[src/design/gdo_pkg.sv]
// Shared types, constants and calendar functions for the Gregorian date offset unit.
package gdo_pkg;

	// Default width of the day count that is used
	localparam int COUNT_BITS_DEF = 16;

	// Fixed field widths
	localparam int YEAR_IN_W  = 14;
	localparam int YEAR_OUT_W = 15;
	localparam int YEAR_W     = 16;
	localparam int MONTH_W    = 4;
	localparam int DAY_OUT_W  = 5;
	localparam int COUNT_IN_W = 16;
	localparam int MAG_W      = 15;
	localparam int REM_W      = 9;

	// Calendar constants
	localparam logic [MAG_W-1:0]   LEAP_CYCLE = MAG_W'(400);
	localparam logic [REM_W-1:0]   CENTURY    = REM_W'(100);
	localparam logic [MONTH_W-1:0] JANUARY    = MONTH_W'(1);
	localparam logic [MONTH_W-1:0] FEBRUARY   = MONTH_W'(2);
	localparam logic [MONTH_W-1:0] DECEMBER   = MONTH_W'(12);
	localparam logic [DAY_OUT_W-1:0] FEB_DAYS      = DAY_OUT_W'(28);
	localparam logic [DAY_OUT_W-1:0] FEB_LEAP_DAYS = DAY_OUT_W'(29);

	// Controller states
	typedef enum logic [1:0] {
		ST_IDLE,
		ST_LEAP,
		ST_STEP,
		ST_HOLD
	} state_t;

	// Commands from controller to datapath
	typedef struct packed {
		logic load;       // take a new beat, start leap test of the start year
		logic leap_step;  // two compare-subtract steps of the year mod 400 reduction
		logic step;       // move one month
		logic capture;    // load the result register
	} cmd_t;

	// Status from datapath to controller
	typedef struct packed {
		logic leap_last;  // this leap step is the final one
		logic done;       // day lies inside the current month
		logic year_wrap;  // the next month step crosses a year boundary
	} status_t;

	// Length of a month; out-of-range codes never reach here
	function automatic logic [DAY_OUT_W-1:0] month_days(input logic leap,
			input logic [MONTH_W-1:0] month);
		logic [DAY_OUT_W-1:0] len;
		unique case (month)
			FEBRUARY:               len = leap ? FEB_LEAP_DAYS : FEB_DAYS;
			4'd4, 4'd6, 4'd9, 4'd11: len = DAY_OUT_W'(30);
			default:                len = DAY_OUT_W'(31);
		endcase
		return len;
	endfunction

	// Leap flag from the year magnitude reduced mod 400
	function automatic logic leap_of_rem(input logic [REM_W-1:0] r);
		logic by_four;
		logic century;
		by_four = (r[1:0] == 2'b00);
		century = (r == CENTURY) || (r == REM_W'(200)) || (r == REM_W'(300));
		return by_four && !century;
	endfunction

endpackage

[src/design/gdo_datapath.sv]
// Datapath: date registers, month stepping, leap reduction and result register.
module gdo_datapath #(
	parameter int COUNT_BITS = gdo_pkg::COUNT_BITS_DEF
) (
	input  logic                              clk,
	input  gdo_pkg::cmd_t                     cmd,
	output gdo_pkg::status_t                  status,
	input  logic                              in_sub,
	input  logic [gdo_pkg::YEAR_IN_W-1:0]     in_year,
	input  logic [gdo_pkg::MONTH_W-1:0]       in_month,
	input  logic [gdo_pkg::DAY_OUT_W-1:0]     in_day,
	input  logic [((COUNT_BITS < gdo_pkg::COUNT_IN_W) ? COUNT_BITS
		: gdo_pkg::COUNT_IN_W)-1:0]          in_count,
	output logic [gdo_pkg::YEAR_OUT_W-1:0]    res_year,
	output logic [gdo_pkg::MONTH_W-1:0]       res_month,
	output logic [gdo_pkg::DAY_OUT_W-1:0]     res_day
);

	localparam int CNT_W = (COUNT_BITS < gdo_pkg::COUNT_IN_W) ? COUNT_BITS
		: gdo_pkg::COUNT_IN_W;
	// Holds start_day + count and start_day - count
	localparam int DAY_W = CNT_W + 2;

	logic                             sub_q;
	logic signed [gdo_pkg::YEAR_W-1:0] year_q;
	logic [gdo_pkg::MONTH_W-1:0]      month_q;
	logic signed [DAY_W-1:0]          day_q;
	logic                             leap_q;
	logic [gdo_pkg::MAG_W-1:0]        rem_q;
	logic [1:0]                       pair_q;
	logic [gdo_pkg::YEAR_OUT_W-1:0]   res_year_q;
	logic [gdo_pkg::MONTH_W-1:0]      res_month_q;
	logic [gdo_pkg::DAY_OUT_W-1:0]    res_day_q;

	logic [gdo_pkg::MONTH_W-1:0]      month_clamp;
	logic [DAY_W-1:0]                 day_ext;
	logic [DAY_W-1:0]                 cnt_ext;
	logic [gdo_pkg::MONTH_W-1:0]      month_prev;
	logic [gdo_pkg::DAY_OUT_W-1:0]    len_cur;
	logic [gdo_pkg::DAY_OUT_W-1:0]    len_prev;
	logic signed [DAY_W-1:0]          len_cur_ext;
	logic                             wrap;
	logic signed [gdo_pkg::YEAR_W-1:0] year_nxt;
	logic signed [gdo_pkg::YEAR_W-1:0] year_neg;
	logic [gdo_pkg::MAG_W-1:0]        mag_nxt;
	logic [gdo_pkg::MAG_W-1:0]        sub_hi;
	logic [gdo_pkg::MAG_W-1:0]        sub_lo;
	logic [gdo_pkg::MAG_W-1:0]        rem_a;
	logic [gdo_pkg::MAG_W-1:0]        rem_b;

	// Input conditioning: clamp month, widen day and count
	always_comb begin
		if (in_month < gdo_pkg::JANUARY) begin
			month_clamp = gdo_pkg::JANUARY;
		end else if (in_month > gdo_pkg::DECEMBER) begin
			month_clamp = gdo_pkg::DECEMBER;
		end else begin
			month_clamp = in_month;
		end
		day_ext = DAY_W'(in_day);
		cnt_ext = DAY_W'(in_count);
	end

	// Month lengths and year change for the next step
	always_comb begin
		month_prev  = (month_q == gdo_pkg::JANUARY) ? gdo_pkg::DECEMBER
			: month_q - gdo_pkg::MONTH_W'(1);
		len_cur     = gdo_pkg::month_days(leap_q, month_q);
		len_prev    = gdo_pkg::month_days(leap_q, month_prev);
		len_cur_ext = signed'(DAY_W'(len_cur));
		wrap        = sub_q ? (month_q == gdo_pkg::JANUARY) : (month_q == gdo_pkg::DECEMBER);
		year_nxt    = sub_q ? year_q - gdo_pkg::YEAR_W'(1) : year_q + gdo_pkg::YEAR_W'(1);
		year_neg    = -year_nxt;
		mag_nxt     = year_nxt[gdo_pkg::YEAR_W-1] ? year_neg[gdo_pkg::MAG_W-1:0]
			: year_nxt[gdo_pkg::MAG_W-1:0];
	end

	// Two restoring steps of |year| mod 400 per cycle
	always_comb begin
		sub_hi = gdo_pkg::LEAP_CYCLE << {pair_q, 1'b1};
		sub_lo = gdo_pkg::LEAP_CYCLE << {pair_q, 1'b0};
		rem_a  = (rem_q >= sub_hi) ? rem_q - sub_hi : rem_q;
		rem_b  = (rem_a >= sub_lo) ? rem_a - sub_lo : rem_a;
	end

	assign status.leap_last = (pair_q == 2'd0);
	assign status.done      = sub_q ? (day_q > signed'(DAY_W'(0))) : (day_q <= len_cur_ext);
	assign status.year_wrap = wrap;

	// Date registers
	always_ff @(posedge clk) begin
		if (cmd.load) begin
			sub_q   <= in_sub;
			year_q  <= signed'(gdo_pkg::YEAR_W'(in_year));
			month_q <= month_clamp;
			day_q   <= signed'(in_sub ? day_ext - cnt_ext : day_ext + cnt_ext);
		end else if (cmd.step) begin
			if (sub_q) begin
				day_q   <= day_q + signed'(DAY_W'(len_prev));
				month_q <= month_prev;
			end else begin
				day_q   <= day_q - len_cur_ext;
				month_q <= wrap ? gdo_pkg::JANUARY : month_q + gdo_pkg::MONTH_W'(1);
			end
			if (wrap) begin
				year_q <= year_nxt;
			end
		end
	end

	// Leap reduction registers
	always_ff @(posedge clk) begin
		if (cmd.load) begin
			rem_q  <= gdo_pkg::MAG_W'(in_year);
			pair_q <= 2'd2;
		end else if (cmd.step && wrap) begin
			rem_q  <= mag_nxt;
			pair_q <= 2'd2;
		end else if (cmd.leap_step) begin
			rem_q  <= rem_b;
			pair_q <= pair_q - 2'd1;
			if (pair_q == 2'd0) begin
				leap_q <= gdo_pkg::leap_of_rem(rem_b[gdo_pkg::REM_W-1:0]);
			end
		end
	end

	// Result register
	always_ff @(posedge clk) begin
		if (cmd.capture) begin
			res_year_q  <= year_q[gdo_pkg::YEAR_OUT_W-1:0];
			res_month_q <= month_q;
			res_day_q   <= day_q[gdo_pkg::DAY_OUT_W-1:0];
		end
	end

	assign res_year  = res_year_q;
	assign res_month = res_month_q;
	assign res_day   = res_day_q;

endmodule

[src/design/gdo_ctrl.sv]
// Controller: sequences load, leap reduction, month steps and result hand-off.
module gdo_ctrl (
	input  logic             clk,
	input  logic             arst_n,
	input  logic             in_valid,
	output logic             in_ready,
	output logic             out_valid,
	input  logic             out_ready,
	input  gdo_pkg::status_t status,
	output gdo_pkg::cmd_t    cmd
);

	gdo_pkg::state_t state_q;
	gdo_pkg::state_t state_nxt;
	logic            out_valid_q;
	logic            out_free;

	assign out_free = !out_valid_q || out_ready;

	// State register and output valid flag
	always_ff @(posedge clk or negedge arst_n) begin
		if (!arst_n) begin
			state_q     <= gdo_pkg::ST_IDLE;
			out_valid_q <= 1'b0;
		end else begin
			state_q <= state_nxt;
			if (cmd.capture) begin
				out_valid_q <= 1'b1;
			end else if (out_ready) begin
				out_valid_q <= 1'b0;
			end
		end
	end

	// Next state and commands
	always_comb begin
		state_nxt = state_q;
		cmd       = '0;
		in_ready  = 1'b0;
		unique case (state_q)
			gdo_pkg::ST_IDLE: begin
				in_ready = 1'b1;
				if (in_valid) begin
					cmd.load  = 1'b1;
					state_nxt = gdo_pkg::ST_LEAP;
				end
			end
			gdo_pkg::ST_LEAP: begin
				cmd.leap_step = 1'b1;
				if (status.leap_last) begin
					state_nxt = gdo_pkg::ST_STEP;
				end
			end
			gdo_pkg::ST_STEP: begin
				if (status.done) begin
					if (out_free) begin
						cmd.capture = 1'b1;
						state_nxt   = gdo_pkg::ST_IDLE;
					end else begin
						state_nxt = gdo_pkg::ST_HOLD;
					end
				end else begin
					cmd.step = 1'b1;
					if (status.year_wrap) begin
						state_nxt = gdo_pkg::ST_LEAP;
					end
				end
			end
			gdo_pkg::ST_HOLD: begin
				if (out_free) begin
					cmd.capture = 1'b1;
					state_nxt   = gdo_pkg::ST_IDLE;
				end
			end
			default: state_nxt = gdo_pkg::ST_IDLE;
		endcase
	end

	assign out_valid = out_valid_q;

endmodule

[src/design/gregorian_date_offset_unit.sv]
// Per beat: a load, the leap reduction of the start year, one month step per month crossed, and a
// new leap reduction per year crossed, then the capture. A 65535-day count needs about 2160 month
// steps and 180 years; the month-step loop in the datapath sets the run time. One item is in work
// at a time, and the next beat is accepted while a finished result waits in the output register.
// Reset (arst_n, asynchronous, active low) clears the controller and the output valid;
// date and result registers take no reset.
module gregorian_date_offset_unit #(
	parameter int COUNT_BITS = gdo_pkg::COUNT_BITS_DEF
) (
	input  logic        clk,
	input  logic        arst_n,
	input  logic        s_axis_tvalid,
	output logic        s_axis_tready,
	// [13:0] start_year, [17:14] start_month, [22:18] start_day, [38:23] day_count, [39] zero
	input  logic [39:0] s_axis_tdata,
	// [0] opcode
	input  logic        s_axis_tuser,
	output logic        m_axis_tvalid,
	input  logic        m_axis_tready,
	// [14:0] result_year, [18:15] result_month, [23:19] result_day
	output logic [23:0] m_axis_tdata
);

	localparam int CNT_W = (COUNT_BITS < gdo_pkg::COUNT_IN_W) ? COUNT_BITS
		: gdo_pkg::COUNT_IN_W;

	gdo_pkg::cmd_t    cmd;
	gdo_pkg::status_t status;

	logic [gdo_pkg::YEAR_OUT_W-1:0] res_year;
	logic [gdo_pkg::MONTH_W-1:0]    res_month;
	logic [gdo_pkg::DAY_OUT_W-1:0]  res_day;

	// Sequencer
	gdo_ctrl u_ctrl (
		.clk       (clk),
		.arst_n    (arst_n),
		.in_valid  (s_axis_tvalid),
		.in_ready  (s_axis_tready),
		.out_valid (m_axis_tvalid),
		.out_ready (m_axis_tready),
		.status    (status),
		.cmd       (cmd)
	);

	// Date arithmetic
	gdo_datapath #(
		.COUNT_BITS (COUNT_BITS)
	) u_datapath (
		.clk       (clk),
		.cmd       (cmd),
		.status    (status),
		.in_sub    (s_axis_tuser),
		.in_year   (s_axis_tdata[13:0]),
		.in_month  (s_axis_tdata[17:14]),
		.in_day    (s_axis_tdata[22:18]),
		.in_count  (s_axis_tdata[23 +: CNT_W]),
		.res_year  (res_year),
		.res_month (res_month),
		.res_day   (res_day)
	);

	assign m_axis_tdata = {res_day, res_month, res_year};

endmodule
[config.mk]
export PLATFORM = sky130hd
export DESIGN_NAME = gregorian_date_offset_unit
export DESIGN_NICKNAME = d
export VERILOG_FILES = /design/src/design/gdo_pkg.sv /design/src/design/gdo_datapath.sv /design/src/design/gdo_ctrl.sv /design/src/design/gregorian_date_offset_unit.sv
export SDC_FILE = /design/constraint.sdc
export NUM_CORES = 1
export LEC_CHECK = 0
export BUFFER_PORTS_ARGS = -buffer_cell sky130_fd_sc_hd__buf_2
export CAP_MARGIN = 20
export CORE_MARGIN = 2
export CORE_UTILIZATION = 55
export DETAILED_ROUTE_END_ITERATION = 7
export PLACE_DENSITY = 0.83
export SLEW_MARGIN = 20
export SYNTH_ARGS = -nofsm -noshare
export SYNTH_HDL_FRONTEND = slang
export SYNTH_SLANG_ARGS = --single-unit
[constraint.sdc]
create_clock -name clk -period 5.86 [get_ports clk]
set_input_delay 1.172 -clock clk [delete_from_list [all_inputs] [get_ports clk]]
set_output_delay 1.172 -clock clk [all_outputs]
set_load 0.05 [all_outputs]
==> results of run 1 <==
==> through the flow <==
step / utilization [%] / setup WS, ns / area, µm² / hold WS [ns]
2_1_floorplan: - / 0.385 / 7240 / 0.424
3_3_place_gp: 61.2 / 0.411 / 7790 / 0.441
3_5_place_dp: 61.2 / 0.373 / 7790 / 0.441
4_1_cts: 63.5 / 0.330 / 8080 / 0.455
5_1_grt: 63.7 / 0.00685 / 8100 / 0.465
6_report: 63.7 / 0.349 / 8100 / 0.458
==> worst paths after layout <==
path	from	end
setup / recovery	u_datapath.pair_q[1]$_SDFFE_PN1P_	u_datapath.leap_q$_DFFE_PP_
hold / removal	u_datapath.year_q[4]$_DFFE_PP_	u_datapath.res_year[4]$_DFFE_PP_
setup reg to reg	u_datapath.pair_q[1]$_SDFFE_PN1P_	u_datapath.leap_q$_DFFE_PP_
hold reg to reg	u_datapath.year_q[4]$_DFFE_PP_	u_datapath.res_year[4]$_DFFE_PP_
max in group asynchronous	arst_n	u_ctrl.state_q[0]$_DFFE_PN0P_
min in group asynchronous	arst_n	u_ctrl.state_q[1]$_DFFE_PN0P_
==> critical path: stages (launching register included) <==
cell	delay [ns]
dfxtp_1	0.38
inv_1	0.08
ha_1	0.20
inv_1	0.11
ha_1	0.26
or4_1	0.52
a2111o_1	0.46
nand2_1	0.19
nand2_1	0.15
mux2i_1	0.25
inv_1	0.12
ha_1	0.40
a21o_1	0.21
a21o_1	0.18
a21oi_1	0.14
o31ai_1	0.11
a311o_1	0.34
or2_1	0.27
mux2i_1	0.14
or4b_1	0.53
a31o_1	0.23
==> cell type report <==
cell class	instances	area, µm²	share of cell area (%)
clock inverter	6	62.6	0.772
multi-input combinational	662	4500	55.5
inverter	52	196	2.43
timing repair buffer	82	443	5.47
sequential	84	2460	30.3
tap	172	215	2.66
clock buffer	10	229	2.83
==> synthesized netlist by cell type, drive strengths merged, types with 8 or more instances <==
| library cell | number |
|---|---|
| nand4 | 10 |
| o21ai | 65 |
| nand2 | 89 |
| or4 | 8 |
| or2 | 8 |
| o211ai | 9 |
| xnor2 | 42 |
| a21o | 15 |
| clkbuf | 20 |
| o21bai | 9 |
| a21oi | 54 |
| nand2b | 11 |
| or3 | 13 |
| ha | 59 |
| nand3 | 20 |
| a211oi | 10 |
| xor2 | 27 |
| nor2 | 61 |
| edfxtp | 76 |
| nor2b | 10 |
| nor4 | 8 |
| inv | 50 |
| nor3 | 26 |
==> routing by layer <==
layer  share of wire (%)  track usage [%]  up-vias
li1                    -                -     3179
met1                  43             31.1     3014
met2                  50             44.8      216
met3                 4.9             3.14       26
met4                 1.7             7.89        0
met5                   0                0        -
==> state kept, by name, indices dropped and copies added (netlist names) <==
register and flops:
u_datapath.day_q 18, u_datapath.sub_q 1, u_datapath.year_q 16, u_datapath.month_q 4
u_datapath.rem_q 15, u_datapath.res_day 5, u_datapath.res_month 4, u_datapath.pair_q 2
u_datapath.leap_q 1, u_datapath.res_year 15, u_ctrl.state_q 2, u_ctrl.out_valid 1
==> placed cells by master (no fill, tap or decap), types with 8 or more instances in the layout <==
cell type	instances
ha_1	59
buf_4	13
a21oi_1	54
nand2b_1	11
xnor2_1	42
nor2b_1	10
o21bai_1	9
o211ai_1	9
nand3_1	20
clkbuf_16	9
edfxtp_1	76
or3_1	13
a211oi_1	10
buf_2	69
xor2_1	27
o21ai_0	58
nand2_1	89
inv_1	50
nor2_1	57
nand4_1	10
nor3_1	25
a21o_1	15
or4_1	8
==> kinds of logic after synthesis <==
group | synth area share [%]
buffers and inverters | 4.23
adder cells (fa/ha/maj) | 11.6
AND/OR/NAND/NOR | 20.1
AO/OA/AOI/OAI | 20.3
flip-flops | 33.9
XOR/XNOR | 8.35
multiplexers | 1.45
==> run_results.csv, run 1 <==
group,metric,value,unit
hold_path,hold_depth,0,
clock_tree,postCtsResizedCells,0,
outcome,status,"finished clean",
clock_tree,postCtsSetupRepairBufs,0,
clock_tree,htree_levels,3,
hold_path,hold_class,"reg2reg",
yosys,synth_cells,824,
yosys,synthFlopType,"edfxtp_1",
flow_run,drv_cap,0,
floorplan,die_h,119,µm
floorplan,num_rows,41,
setup_path,crit_path_max_fanout,8,
sta,fin_setup_tns,0,ns
clock_tree,clock_latency,0.35,ns
sta,fin_skew,0.0161,ns
clock_tree,holdBufCountCts,0,
setup_path,rrSetupSlack,0.35,ns
layout,layout-drive-gt1-share,13.6,%
placement,dp.cells,1052,
clock_tree,cts_tree,"yes",
setup_path,cp-end-kind,"register",
layout,fill_cells,1152,
routing,drc,0,
routing,via_per_inst,6.03,
yosys,ys_ff_latch,84,
clock_tree,path_clk_slew,0.06,ns
global_route,grt_pass1_wl,28.7,mm
setup_path,crit_required,5.96,ns
sta,slew_headroom,36.3,%
floorplan,die_width,119,µm
yosys,synthTopCellsByArea,"edfxtp_1 (32%), ha_1 (10%), xnor2_1 (5.1%), nand2_1 (4.6%), o21ai_0 (4.0%)",
layout,area_delta_synth_final,11.9,%
clock_tree,cts_made_buffers,9,
placement,gp_congestion,0.934,
clock_tree,clockBufferDepth,2,
sta,fin_crit,5.51,ns
yosys,synth_area_per_cell,8.79,µm²
sta,fmax,0.181,GHz
yosys,synth_top_area_cell,"edfxtp_1",
global_route,grt_pass1_vias,6096,
global_route,grt_max_degree,45,
placement,portBuffers,69,
routing,drt-total-wl,17.3,mm
floorplan,io_pins,71,
global_route,grt_usage,25.0,%
sta,hold_viol,0,
clock_tree,clock-root-buffer,"clkbuf_16",
clock_tree,cts_num_sinks,84,
sta,rsz0062_at_grt,"no",
yosys,yosysSeqAreaShare,33.9,%
layout,fin_cells,1068,
setup_path,crit_type,"reg2reg",
sta,final_max_slew_viol_count,0,
sta,final-setup-viol-count,0,
floorplan,design.die.area,14100,µm²
placement,dp_hpwl,12.9,mm
setup_path,reg2regPathDepth,20,
yosys,ys.warnings.count,0,
yosys,synth_top_area_share,31.5,%
routing,wl_per_cell,16.2,µm
global_route,antenna_found_initial,0,
floorplan,core_area,12700,µm²
yosys,synth_nets,933,
global_route,overflow,0,
routing,vias,6435,
yosys,async_reset_ff_share,3.57,%
sta,min_period_over_period,94.0,%
setup_path,crit_arrival,5.61,ns
sta,tightestPinTransition,0.953,ns
routing,ant_nets,0,
routing,dr.pass1.iters,5,
yosys,synth_area,7240,µm²
layout,antenna_cells,0,
yosys,synth_cell_types,77,
routing,drtIter0Drc,585,
yosys,synth_edf_count,76,
floorplan,initial_core_util,56.9,%
layout,layout.nets,1000,
setup_path,startpoint_type,"register",
Power of run 1 is left out: the tool's default activity adds up to more than one toggle a clock period on the data nets, which glitch-free logic cannot reach.
==> inputs of run 2 (changes only) <==
CORE_UTILIZATION = 62   (was 55)
PLACE_DENSITY = 0.88   (was 0.83)
clock period = 6.9 ns   (was 5.86 ns; I/O delays follow)
==> run 2 against run 1 <==
  * Cell area down 0.96%
  * Via count up 2.9%
  * Sequential cell count unchanged
  * Largest cell class unchanged
  * Setup slack better by 0.15 ns
  * Die area down 11%
  * Register-to-register slack better by 0.15 ns
  * Non-clock buffer count down 7
  * Clock skew down 0.0053 ns
==> run_results.csv, run 2 (synthesis results as in run 1) <==
group,metric,value,unit
clock_tree,clock_latency,0.35,ns
setup_path,startpoint_type,"register",
setup_path,worstSetupEndpoint,"u_datapath.leap_q$_DFFE_PP_",
hold_path,hold_depth,0,
global_route,grt_max_degree,44,
placement,dp_hpwl,13.5,mm
floorplan,die_h,112,µm
setup_path,path_delay_family,"simple AND/OR/NAND/NOR gates",
sta,tightestPinTransition,0.933,ns
setup_path,crit_path_max_fanout,9,
layout,largest_reg_flops,18,
sta,final_max_slew_viol_count,0,
clock_tree,cts_made_buffers,9,
global_route,grt_pass1_wl,29.6,mm
clock_tree,clockBufferDepth,2,
layout,area_delta_synth_final,10.8,%
floorplan,core_area,11400,µm²
setup_path,reg2regPathDepth,20,
routing,drt-total-wl,18.1,mm
floorplan,design.die.area,12600,µm²
setup_path,cp-end-kind,"register",
clock_tree,htree_levels,3,
routing,ant_nets,0,
sta,fin_setup_tns,0,ns
outcome,status,"finished clean",
layout,layout-drive-gt1-share,12.6,%
global_route,overflow,0,
sta,fin_skew,0.0108,ns
floorplan,die_width,112,µm
sta,slew_headroom,37.7,%
clock_tree,holdBufCountCts,0,
routing,vias,6620,
layout,layout.nets,993,
global_route,grt_pass1_vias,6349,
setup_path,crit_arrival,6.49,ns
floorplan,num_rows,39,
global_route,antenna_found_initial,0,
clock_tree,postCtsResizedCells,0,
setup_path,path_depth,20,
routing,dr.pass1.iters,5,
layout,fill_cells,901,
routing,drtIter0Drc,511,
sta,hold_viol,0,
sta,fin_crit,6.40,ns
setup_path,crit_type,"reg2reg",
clock_tree,cts_num_sinks,84,
flow_run,drv_cap,0,
setup_path,rrSetupSlack,0.50,ns
clock_tree,clock-root-buffer,"clkbuf_16",
layout,layout_common_cells,"nand2_1 (89), edfxtp_1 (76), buf_2 (69)",
sta,final-setup-viol-count,0,
setup_path,crit_required,6.99,ns
routing,wl_per_cell,17.6,µm
floorplan,io_pins,71,
sta,fmax,0.156,GHz
clock_tree,postCtsSetupRepairBufs,0,
clock_tree,path_clk_slew,0.06,ns
setup_path,slowest_delay,0.56,ns
routing,via_per_inst,6.41,
routing,drc,0,
layout,reg_top3,"u_datapath.day_q (18), u_datapath.year_q (16)",
global_route,grt_usage,29.1,%
sta,rsz0062_at_grt,"no",
layout,largest-register,"u_datapath.day_q",
setup_path,r2r_end,"u_datapath.leap_q$_DFFE_PP_",
floorplan,initial_core_util,63.4,%
setup_path,worstPathCellList,"inv_1 > ha_1 > inv_1 > ha_1 > or4_1 > a2111o_1 > nand2_1 > nand2_1 > mux2i_1 > inv_1 > ha_1 > nand4_1 > nor3_1 > nor3b_1 > and4_1 > a311o_1 > or2_1 > mux2i_1 > or4b_1 > a31o_1",
layout,final_common_cell,"nand2_1",
setup_path,cpMaxStageDelayCell,"or4_1",
hold_path,hold_class,"reg2reg",
clock_tree,cts_tree,"yes",
placement,portBuffers,69,
placement,gp_congestion,0.984,
sta,min_period_over_period,92.8,%
setup_path,crit_buf_inv,3,
setup_path,rr_startpoint,"u_datapath.pair_q[0]$_SDFFE_PN0P_",
setup_path,startpoint,"u_datapath.pair_q[0]$_SDFFE_PN0P_",
[run 2: layout make-up]
class | instances | area [µm²] | area share, %
Antenna cell | 1 | 2.50 | 0.0312
Clock inverter | 6 | 88.8 | 1.11
Multi-Input combinational cell | 662 | 4480 | 55.8
Sequential cell | 84 | 2460 | 30.6
Timing Repair Buffer | 75 | 390 | 4.87
Clock buffer | 10 | 229 | 2.85
Tap cell | 143 | 179 | 2.23
Inverter | 52 | 196 | 2.45
[run 2: worst reg2reg max path, cell delays in order, from the launching register on]
cell      delay, ns
dfxtp_1        0.48
inv_1          0.18
ha_1           0.26
inv_1          0.24
ha_1           0.39
or4_1          0.56
a2111o_1       0.46
nand2_1        0.18
nand2_1        0.15
mux2i_1        0.34
inv_1          0.11
ha_1           0.42
nand4_1        0.12
nor3_1         0.22
nor3b_1        0.27
and4_1         0.22
a311o_1        0.20
or2_1          0.37
mux2i_1        0.19
or4b_1         0.54
a31o_1         0.25
[run 2: how the worst min path moves through the flow]
| stage | endpoint | startpoint | slack, ns |
|---|---|---|---|
| 2_1_floorplan | u_datapath.res_day[2]$_DFFE_PP_ | u_datapath.day_q[2]$_DFFE_PP_ | 0.42 |
| 3_3_place_gp | u_datapath.res_year[6]$_DFFE_PP_ | u_datapath.year_q[6]$_DFFE_PP_ | 0.44 |
| 3_5_place_dp | u_datapath.res_year[6]$_DFFE_PP_ | u_datapath.year_q[6]$_DFFE_PP_ | 0.45 |
| 4_1_cts | u_datapath.res_year[6]$_DFFE_PP_ | u_datapath.year_q[6]$_DFFE_PP_ | 0.46 |
| 5_1_grt | u_datapath.res_year[7]$_DFFE_PP_ | u_datapath.year_q[7]$_DFFE_PP_ | 0.48 |
| 6_report | u_datapath.res_year[6]$_DFFE_PP_ | u_datapath.year_q[6]$_DFFE_PP_ | 0.46 |
[run 2: routing by layer]
layer | up-vias | part of all wire (%) | global-route usage [%]
met5 | - | 0 | 0
met3 | 75 | 7.1 | 5.13
met4 | 0 | 4.2 | 12.9
met1 | 3082 | 39 | 34.8
li1 | 3166 | - | -
met2 | 297 | 50 | 51.5
[run 2: metrics by stage]
| stage | cells | setup slack (ns) | hold slack [ns] | area, µm² | util [%] |
|---|---|---|---|---|---|
| CTS | 1032 | 0.657 | 0.460 | 8020 | 70.2 |
| detailed placement | 1016 | 0.714 | 0.446 | 7700 | 67.4 |
| global route | 1032 | 0.0856 | 0.479 | 8020 | 70.2 |
| floorplan | 824 | 1.42 | 0.424 | 7240 | - |
| global placement | 1016 | 0.836 | 0.442 | 7700 | 67.4 |
| finish | 1033 | 0.499 | 0.458 | 8020 | 70.2 |
Power of run 2 is left out for the same reason.
